[src/hdl/ptsc_pkg.sv]
`timescale 1ns / 1ps
// ptsc_pkg: types, codes, reset values and small arithmetic helpers for the
// pan/tilt slew controller. No dependencies.

package ptsc_pkg;

  typedef enum logic [1:0] {
    MODE_IDLE        = 2'd0,
    MODE_HOMING      = 2'd1,
    MODE_POSITIONING = 2'd2,
    MODE_TRACKING    = 2'd3
  } mode_t;

  // request codes
  localparam logic [2:0] REQ_TICK   = 3'd0;
  localparam logic [2:0] REQ_HOME   = 3'd1;
  localparam logic [2:0] REQ_SET    = 3'd2;
  localparam logic [2:0] REQ_TRACK  = 3'd3;
  localparam logic [2:0] REQ_VISION = 3'd4;
  localparam logic [2:0] REQ_STOP   = 3'd5;

  // configuration register indexes
  localparam logic [2:0] CFG_PAN_LO  = 3'd0;
  localparam logic [2:0] CFG_PAN_HI  = 3'd1;
  localparam logic [2:0] CFG_TILT_LO = 3'd2;
  localparam logic [2:0] CFG_TILT_HI = 3'd3;
  localparam logic [2:0] CFG_CX      = 3'd4;
  localparam logic [2:0] CFG_CY      = 3'd5;
  localparam logic [2:0] CFG_GAIN    = 3'd6;

  // per-tick step = speed / 100; 65535 / 100 = 655 fits in 10 bits
  localparam int STEP_W       = 10;
  localparam int DIV100_SHIFT = 23;
  localparam logic [32:0] DIV100_MUL = 33'd83887;  // ceil(2^23 / 100)

  typedef struct packed {
    logic signed [15:0] pan_lo;
    logic signed [15:0] pan_hi;
    logic signed [15:0] tilt_lo;
    logic signed [15:0] tilt_hi;
    logic [9:0]         cx;
    logic [9:0]         cy;
    logic [7:0]         gain;
  } cfg_t;

  typedef struct packed {
    logic [2:0]         req;
    logic signed [15:0] pan_req;
    logic signed [15:0] tilt_req;
    logic [15:0]        speed;
    logic [9:0]         col;
    logic [9:0]         row;
  } item_t;

  typedef struct packed {
    mode_t              mode;
    logic signed [15:0] pan_goal;
    logic signed [15:0] tilt_goal;
    logic signed [15:0] pan_pos;
    logic signed [15:0] tilt_pos;
    logic [STEP_W-1:0]  pan_step;
    logic [STEP_W-1:0]  tilt_step;
    logic               enabled;
    logic               tracking;
    logic               homed;
  } state_t;

  localparam cfg_t CFG_RESET = '{
    pan_lo:  -16'sd18000,
    pan_hi:  16'sd18000,
    tilt_lo: -16'sd4500,
    tilt_hi: 16'sd9000,
    cx:      10'd320,
    cy:      10'd240,
    gain:    8'd10
  };

  // speeds 3000 and 2000 at reset give steps of 30 and 20
  localparam state_t ST_RESET = '{
    mode:      MODE_IDLE,
    pan_goal:  16'sd0,
    tilt_goal: 16'sd0,
    pan_pos:   16'sd0,
    tilt_pos:  16'sd0,
    pan_step:  10'd30,
    tilt_step: 10'd20,
    enabled:   1'b0,
    tracking:  1'b0,
    homed:     1'b0
  };

  function automatic logic [STEP_W-1:0] div100(input logic [15:0] x);
    logic [32:0] p;
    p = {17'd0, x} * DIV100_MUL;
    return p[DIV100_SHIFT+STEP_W-1:DIV100_SHIFT];
  endfunction

  // lower bound first, then upper: inverted limits yield the upper limit
  function automatic logic signed [15:0] clamp(input logic signed [20:0] v,
                                               input logic signed [15:0] lo,
                                               input logic signed [15:0] hi);
    logic signed [20:0] r;
    logic signed [20:0] lo_w;
    logic signed [20:0] hi_w;
    lo_w = $signed({{5{lo[15]}}, lo});
    hi_w = $signed({{5{hi[15]}}, hi});
    r = v;
    if (r < lo_w) r = lo_w;
    if (r > hi_w) r = hi_w;
    return r[15:0];
  endfunction

  // one tick of motion toward goal, no overshoot
  function automatic logic signed [15:0] slew(input logic signed [15:0] pos,
                                              input logic signed [15:0] goal,
                                              input logic [STEP_W-1:0] step);
    logic signed [17:0] p;
    logic signed [17:0] g;
    logic signed [17:0] s;
    logic signed [17:0] up;
    logic signed [17:0] dn;
    logic signed [15:0] r;
    p  = $signed({{2{pos[15]}}, pos});
    g  = $signed({{2{goal[15]}}, goal});
    s  = $signed({{(18-STEP_W){1'b0}}, step});
    up = p + s;
    dn = p - s;
    r  = pos;
    if (p < g) begin
      r = (up < g) ? up[15:0] : goal;
    end else if (p > g) begin
      r = (dn > g) ? dn[15:0] : goal;
    end
    return r;
  endfunction

endpackage

[src/hdl/pan_tilt_slew_controller.sv]
`timescale 1ns / 1ps
// pan_tilt_slew_controller: top level of the two-axis turret mode controller.
// Depends on ptsc_pkg, ptsc_cfg_regs, ptsc_update.
//
//  channel | handshake             | payload
//  --------+-----------------------+---------------------------------------------
//  event   | in_valid / in_ready   | req_type, pan_request, tilt_request,
//          |                       | speed_request, target_col, target_row
//  result  | out_valid / out_ready | mode, pan_position, tilt_position, pan_goal,
//          |                       | tilt_goal, drive_enabled, tracking_flag,
//          |                       | homed_flag
//  config  | cfg_valid / cfg_ready | cfg_index, cfg_data
//
// One event beat per cycle sustained while out_ready stays high; a result is
// registered in the state registers from the event beat in the input register.
// The state registers double as the result register: state only advances
// when the result slot is empty or its beat is being taken.
// When the result stalls, the input register holds one more event beat and
// in_ready drops until the result drains.
// Synchronous reset restores the config defaults and the idle state; the
// result slot comes up empty. cfg_ready is always high.

module pan_tilt_slew_controller import ptsc_pkg::*; (
  input  logic               clk,
  input  logic               rst,
  // event channel
  input  logic               in_valid,
  output logic               in_ready,
  input  logic [2:0]         req_type,
  input  logic signed [15:0] pan_request,
  input  logic signed [15:0] tilt_request,
  input  logic [15:0]        speed_request,
  input  logic [9:0]         target_col,
  input  logic [9:0]         target_row,
  // result channel
  output logic               out_valid,
  input  logic               out_ready,
  output logic [1:0]         mode,
  output logic signed [15:0] pan_position,
  output logic signed [15:0] tilt_position,
  output logic signed [15:0] pan_goal,
  output logic signed [15:0] tilt_goal,
  output logic               drive_enabled,
  output logic               tracking_flag,
  output logic               homed_flag,
  // configuration write channel
  input  logic               cfg_valid,
  output logic               cfg_ready,
  input  logic [2:0]         cfg_index,
  input  logic [15:0]        cfg_data
);

  cfg_t   cfg;
  item_t  item;
  logic   in_full;
  logic   fire;      // input register's event is applied this cycle
  state_t st;
  state_t st_next;

  ptsc_cfg_regs u_cfg (
    .clk       (clk),
    .rst       (rst),
    .cfg_valid (cfg_valid),
    .cfg_ready (cfg_ready),
    .cfg_index (cfg_index),
    .cfg_data  (cfg_data),
    .cfg       (cfg)
  );

  ptsc_update u_upd (
    .st      (st),
    .cfg     (cfg),
    .it      (item),
    .st_next (st_next)
  );

  assign fire     = in_full && (!out_valid || out_ready);
  assign in_ready = !in_full || fire;

  // input register: one event beat
  always_ff @(posedge clk) begin
    if (rst) begin
      in_full <= 1'b0;
    end else if (in_ready) begin
      in_full <= in_valid;
    end
  end

  always_ff @(posedge clk) begin
    if (in_ready && in_valid) begin
      item <= '{req: req_type, pan_req: pan_request, tilt_req: tilt_request,
                speed: speed_request, col: target_col, row: target_row};
    end
  end

  // state / result register
  always_ff @(posedge clk) begin
    if (rst) begin
      st        <= ST_RESET;
      out_valid <= 1'b0;
    end else begin
      if (fire) begin
        st        <= st_next;
        out_valid <= 1'b1;
      end else if (out_ready) begin
        out_valid <= 1'b0;
      end
    end
  end

  assign mode          = st.mode;
  assign pan_position  = st.pan_pos;
  assign tilt_position = st.tilt_pos;
  assign pan_goal      = st.pan_goal;
  assign tilt_goal     = st.tilt_goal;
  assign drive_enabled = st.enabled;
  assign tracking_flag = st.tracking;
  assign homed_flag    = st.homed;

endmodule

[src/hdl/ptsc_cfg_regs.sv]
`timescale 1ns / 1ps
// ptsc_cfg_regs: configuration register file (limits, image center, gain).
// Depends on ptsc_pkg.

module ptsc_cfg_regs import ptsc_pkg::*; (
  input  logic        clk,
  input  logic        rst,
  input  logic        cfg_valid,
  output logic        cfg_ready,
  input  logic [2:0]  cfg_index,
  input  logic [15:0] cfg_data,
  output cfg_t        cfg
);

  assign cfg_ready = 1'b1;

  always_ff @(posedge clk) begin
    if (rst) begin
      cfg <= CFG_RESET;
    end else if (cfg_valid) begin
      case (cfg_index)
        CFG_PAN_LO:  cfg.pan_lo  <= $signed(cfg_data);
        CFG_PAN_HI:  cfg.pan_hi  <= $signed(cfg_data);
        CFG_TILT_LO: cfg.tilt_lo <= $signed(cfg_data);
        CFG_TILT_HI: cfg.tilt_hi <= $signed(cfg_data);
        CFG_CX:      cfg.cx      <= cfg_data[9:0];
        CFG_CY:      cfg.cy      <= cfg_data[9:0];
        CFG_GAIN:    cfg.gain    <= cfg_data[7:0];
        default: begin
        end
      endcase
    end
  end

endmodule

[src/hdl/ptsc_update.sv]
`timescale 1ns / 1ps
// ptsc_update: next-state logic for one event (mode transitions, slew,
// clamped setpoints). Depends on ptsc_pkg.

module ptsc_update import ptsc_pkg::*; (
  input  state_t st,
  input  cfg_t   cfg,
  input  item_t  it,
  output state_t st_next
);

  logic signed [15:0] pan_slew;
  logic signed [15:0] tilt_slew;
  logic signed [10:0] err_x;
  logic signed [10:0] err_y;
  logic signed [19:0] prod_x;
  logic signed [19:0] prod_y;
  logic signed [20:0] sum_x;
  logic signed [20:0] sum_y;
  logic signed [15:0] set_pan;
  logic signed [15:0] set_tilt;

  always_comb begin
    pan_slew  = slew(st.pan_pos, st.pan_goal, st.pan_step);
    tilt_slew = slew(st.tilt_pos, st.tilt_goal, st.tilt_step);
    err_x  = $signed({1'b0, cfg.cx}) - $signed({1'b0, it.col});
    err_y  = $signed({1'b0, cfg.cy}) - $signed({1'b0, it.row});
    prod_x = err_x * $signed({1'b0, cfg.gain});
    prod_y = err_y * $signed({1'b0, cfg.gain});
    sum_x  = $signed({{5{st.pan_pos[15]}}, st.pan_pos}) + $signed({prod_x[19], prod_x});
    sum_y  = $signed({{5{st.tilt_pos[15]}}, st.tilt_pos}) + $signed({prod_y[19], prod_y});
    set_pan  = clamp($signed({{5{it.pan_req[15]}}, it.pan_req}), cfg.pan_lo, cfg.pan_hi);
    set_tilt = clamp($signed({{5{it.tilt_req[15]}}, it.tilt_req}), cfg.tilt_lo, cfg.tilt_hi);

    st_next = st;
    case (st.mode)
      MODE_IDLE: begin
        case (it.req)
          REQ_HOME: begin
            st_next.mode      = MODE_HOMING;
            st_next.enabled   = 1'b1;
            st_next.pan_goal  = '0;
            st_next.tilt_goal = '0;
          end
          REQ_SET: begin
            st_next.pan_goal  = set_pan;
            st_next.tilt_goal = set_tilt;
            if (it.speed != '0) begin
              st_next.pan_step  = div100(it.speed);
              st_next.tilt_step = div100(it.speed);
            end
            st_next.mode     = MODE_POSITIONING;
            st_next.enabled  = 1'b1;
            st_next.tracking = 1'b0;
          end
          REQ_TRACK: begin
            st_next.mode     = MODE_TRACKING;
            st_next.enabled  = 1'b1;
            st_next.tracking = 1'b1;
          end
          default: begin
          end
        endcase
      end
      MODE_HOMING: begin
        case (it.req)
          REQ_TICK: begin
            st_next.pan_pos  = pan_slew;
            st_next.tilt_pos = tilt_slew;
            if (pan_slew == '0 && tilt_slew == '0) begin
              st_next.homed   = 1'b1;
              st_next.mode    = MODE_IDLE;
              st_next.enabled = 1'b0;
            end
          end
          REQ_STOP: begin
            st_next.mode    = MODE_IDLE;
            st_next.enabled = 1'b0;
          end
          default: begin
          end
        endcase
      end
      MODE_POSITIONING: begin
        case (it.req)
          REQ_TICK: begin
            st_next.pan_pos  = pan_slew;
            st_next.tilt_pos = tilt_slew;
          end
          REQ_HOME: begin
            st_next.mode      = MODE_HOMING;
            st_next.enabled   = 1'b1;
            st_next.pan_goal  = '0;
            st_next.tilt_goal = '0;
          end
          REQ_SET: begin
            st_next.pan_goal  = set_pan;
            st_next.tilt_goal = set_tilt;
          end
          REQ_TRACK: begin
            st_next.mode     = MODE_TRACKING;
            st_next.enabled  = 1'b1;
            st_next.tracking = 1'b1;
          end
          REQ_STOP: begin
            st_next.mode    = MODE_IDLE;
            st_next.enabled = 1'b0;
          end
          default: begin
          end
        endcase
      end
      default: begin  // tracking
        case (it.req)
          REQ_TICK: begin
            st_next.pan_pos  = pan_slew;
            st_next.tilt_pos = tilt_slew;
          end
          REQ_HOME: begin
            st_next.mode      = MODE_HOMING;
            st_next.enabled   = 1'b1;
            st_next.pan_goal  = '0;
            st_next.tilt_goal = '0;
          end
          REQ_VISION: begin
            st_next.pan_goal  = clamp(sum_x, cfg.pan_lo, cfg.pan_hi);
            st_next.tilt_goal = clamp(sum_y, cfg.tilt_lo, cfg.tilt_hi);
          end
          REQ_STOP: begin
            st_next.mode    = MODE_IDLE;
            st_next.enabled = 1'b0;
          end
          default: begin
          end
        endcase
      end
    endcase
  end

endmodule

[config.mk]
export PLATFORM = sky130hd
export DESIGN_NAME = pan_tilt_slew_controller
export DESIGN_NICKNAME = d
export VERILOG_FILES = /design/src/hdl/ptsc_pkg.sv /design/src/hdl/pan_tilt_slew_controller.sv /design/src/hdl/ptsc_cfg_regs.sv /design/src/hdl/ptsc_update.sv
export SDC_FILE = /design/constraint.sdc
export NUM_CORES = 2
export LEC_CHECK = 0
export BUFFER_PORTS_ARGS = -buffer_cell sky130_fd_sc_hd__buf_2
export CORE_ASPECT_RATIO = 1.4
export CORE_MARGIN = 4
export CORE_UTILIZATION = 50
export DETAILED_ROUTE_END_ITERATION = 7
export PLACE_DENSITY_LB_ADDON = 0.2
export SLEW_MARGIN = 20
export SYNTH_ARGS = -nofsm -noshare
export SYNTH_HDL_FRONTEND = slang
export SYNTH_SLANG_ARGS = --single-unit
[constraint.sdc]
create_clock -name clk -period 20.2 [get_ports clk]
set_input_delay 2.02 -clock clk [delete_from_list [all_inputs] [get_ports clk]]
set_output_delay 2.02 -clock clk [all_outputs]
set_load 0.01 [all_outputs]
==> flow_metrics.py <==
metrics = {
    "synth": {
        "synth_most_common_cell": "inv_1",
        "ys_seq_area_frac": 0.167,
        "yosysWarnings": 0,
        "ys.flop_type": "dfxtp_1",
        "syn_area_per_cell_um2": 8.51,
        "synth_cells": 3976,
        "ys_types": 94,
        "synth_edf_count": 71,
        "synth_nets": 4891,
        "synth-seq-cells": 246,
        "synth_area_leader_cell": "ha_1",
        "yosys-top-cells-area": "ha_1 (20%), fa_1 (17%), dfxtp_1 (10%)",
        "synth.top_cell.area_share": 0.199,
        "async_flop_share": 0,
        "netlist_area_um2": 33800,
        "synth_common_cells": "inv_1 (614), ha_1 (537), nand2_1 (384)",
    },
    "timing": {
        "setup_viol_count_final": 0,
        "hold_viol_final": 0,
        "min_period_ps": 12500,
        "tightest_slew_ps": 1140,
        "setup-tns-final_ps": 0,
        "fin_crit_sh": 0.619,
        "relSlewSlack": 0.238,
        "slew_violations": 0,
        "rsz0062_at_grt": "no",
        "fin_ws_ps": 7700,
        "fin_worst_skew_ps": 48.0,
        "max_freq_mhz": 80.0,
    },
    "power": {
        "switchingPower_mw": 1.95,
        "powerDensity_nw_per_um2": 113,
        "internal_power_mw": 2.10,
        "p_leak_nw": 17.1,
        "total_power_mw": 4.05,
        "ir_drop_uv": 143,
        "clockPowerShare": 0.137,
        "power_frac_seq": 0.137,
        "swShare": 0.481,
        "power_frac_comb": 0.726,
    },
    "routing": {
        "wire_per_inst_um": 20.8,
        "routed_wl_mm": 101,
        "drc": 0,
        "drtAntennaViolNets": 0,
        "via_per_inst": 5.81,
        "drtIter0Drc": 2024,
        "vias": 28300,
        "drtPass1Iterations": 5,
    },
    "placed_design": {
        "post-dp-hpwl_mm": 81.8,
        "gp_congestion": 0.964,
        "portBuffers": 165,
        "dp_slack_ps": 7800,
    },
    "flow_run": {
        "max-cap-violations": 0,
    },
    "status": {
        "outcome": "finished clean",
    },
    "clocking": {
        "cts.sinks": 246,
        "htree_levels": 1,
        "cts_resized": 0,
        "cts_buffers": 30,
        "holdBufCountCts": 0,
        "cts_setup_buffers": 0,
        "cts_tree": "built",
        "clkTransAtPathRegs_ps": 70,
        "clockBufferDepth": 3,
        "insertion_delay_ps": 640,
        "root_buffer": "clkbuf_16",
    },
    "floorplanning": {
        "dieHeight_um": 316,
        "fp-row-count": 112,
        "start_util": 0.506,
        "coreArea_um2": 66800,
        "ioPinCount": 167,
        "dieArea_um2": 72000,
        "die_w_um": 228,
    },
    "global_routing": {
        "overflow": 0,
        "grt_pass1_wl_mm": 157,
        "grt_max_degree": 76,
        "grt_antenna_before_repair": 3,
        "grt_usage": 0.276,
        "first_global_vias": 28400,
    },
    "setup_path": {
        "path_delay_family": "compound AO/OA/AOI/OAI gates",
        "crit_slowest_cell": "o41ai_2",
        "path_class": "register to register",
        "path_max_fanout": 22,
        "worstSetupEndpointType": "register",
        "crit_path_start_kind": "register",
        "crit_buf_inv": 6,
        "crit_arrival_ps": 12990,
        "worst_path_largest_cell_delay_ps": 920,
        "crit_path_frequent_cell": "fa_1",
        "cp.required_ps": 20700,
    },
    "worst_hold_path": {
        "hp-class": "register to register",
    },
    "cells_and_area": {
        "nets": 4914,
        "drive_gt1_frac": 0.0870,
        "syn_to_final_growth_pct": 6.27,
    },
}
[through the flow]
step / util / cell area, um^2 / hold slack, ps / instances
3_3_place_gp: 0.523 / 35000 / 446 / 4822
4_1_cts: 0.538 / 35900 / 458 / 4878
2_1_floorplan: - / 33800 / 436 / 3976
5_1_grt: 0.538 / 36000 / 476 / 4879
3_5_place_dp: 0.523 / 35000 / 449 / 4822
6_report: 0.538 / 36000 / 459 / 4880
[tightest hold or removal path: cells and delay by family, from the launching register on]
kind	cells	cell delay, ps
DFF	1	310
and+or+nand+nor	1	50
AOI/OAI and AO/OA	1	50
[layer usage]
layer  part of all wire  vias to the layer above  track usage  wire (um)
li1                   -                    13500            -          -
met1               0.38                    13600        0.324      39000
met2               0.48                      936        0.485      49200
met3              0.057                      312       0.0327       5740
met4              0.074                        4        0.168       7490
met5            0.00038                        -            0         39
[layout make-up]
| type | count | area, um^2 |
|---|---|---|
| multi-input cells | 2909 | 24900 |
| inverters | 614 | 2300 |
| clock buffers | 43 | 862 |
| repair buffers | 198 | 1080 |
| fillers | 6325 | 30900 |
| flip-flops and latches | 246 | 5640 |
| diodes | 2 | 5.00 |
| well taps | 855 | 1070 |
| clock inverters | 13 | 121 |
[cells in the final DEF (no fill, tap or decap), types with 62 or more instances in the layout]
master    count
edfxtp_1     71
nand2_1     384
fa_1        283
nor2_1      204
xnor2_1      85
a21oi_1     244
inv_1       613
and2_1       88
nor2b_1      69
nand3_1      62
dfxtp_1     175
buf_2       164
ha_1        537
o21ai_0     162
[registers in the layout (all words and copies together) (netlist names)]
name / cells
in_full: 1
tracking_flag: 1
pan_goal: 16
tilt_goal: 16
homed_flag: 1
u_cfg.cfg: 92
drive_enabled: 1
out_valid: 1
item: 71
pan_position: 16
tilt_position: 16
mode: 2
st: 12
[power by group through the flow]
stage | combinational [mW] | sequential, mW | clock (mW)
after floorplan | 2.23 | 0.550 | 0
after global placement | 2.88 | 0.566 | 0
after detailed placement | 2.92 | 0.566 | 0
after CTS | 2.95 | 0.555 | 0.565
after global routing | 3.35 | 0.557 | 0.585
final | 2.94 | 0.556 | 0.555
[final timing paths]
check / startpoint / end / slack [ps] / cells past startpoint
setup reg to reg: item[12] / pan_goal[2] / 7700 / 49
hold reg to reg: u_cfg.cfg[18] / u_cfg.cfg[18] / 460 / 2
setup / recovery: item[12] / pan_goal[2] / 7700 / 49
hold / removal: u_cfg.cfg[18] / u_cfg.cfg[18] / 460 / 2
[kinds of logic (layout without fill, tap and decap cells)]
kind of cell,count (synthesis),after routing,share of synthesized area
simple gates,1043,1043,0.147
fa+ha+maj,820,820,0.366
mux,84,84,0.0269
buf+inv,821,868,0.0997
flops,246,246,0.167
other cells,1,3,0.000111
compound gates,851,851,0.165
xor+xnor,110,110,0.0285
(Power assumes the default switching activity.)
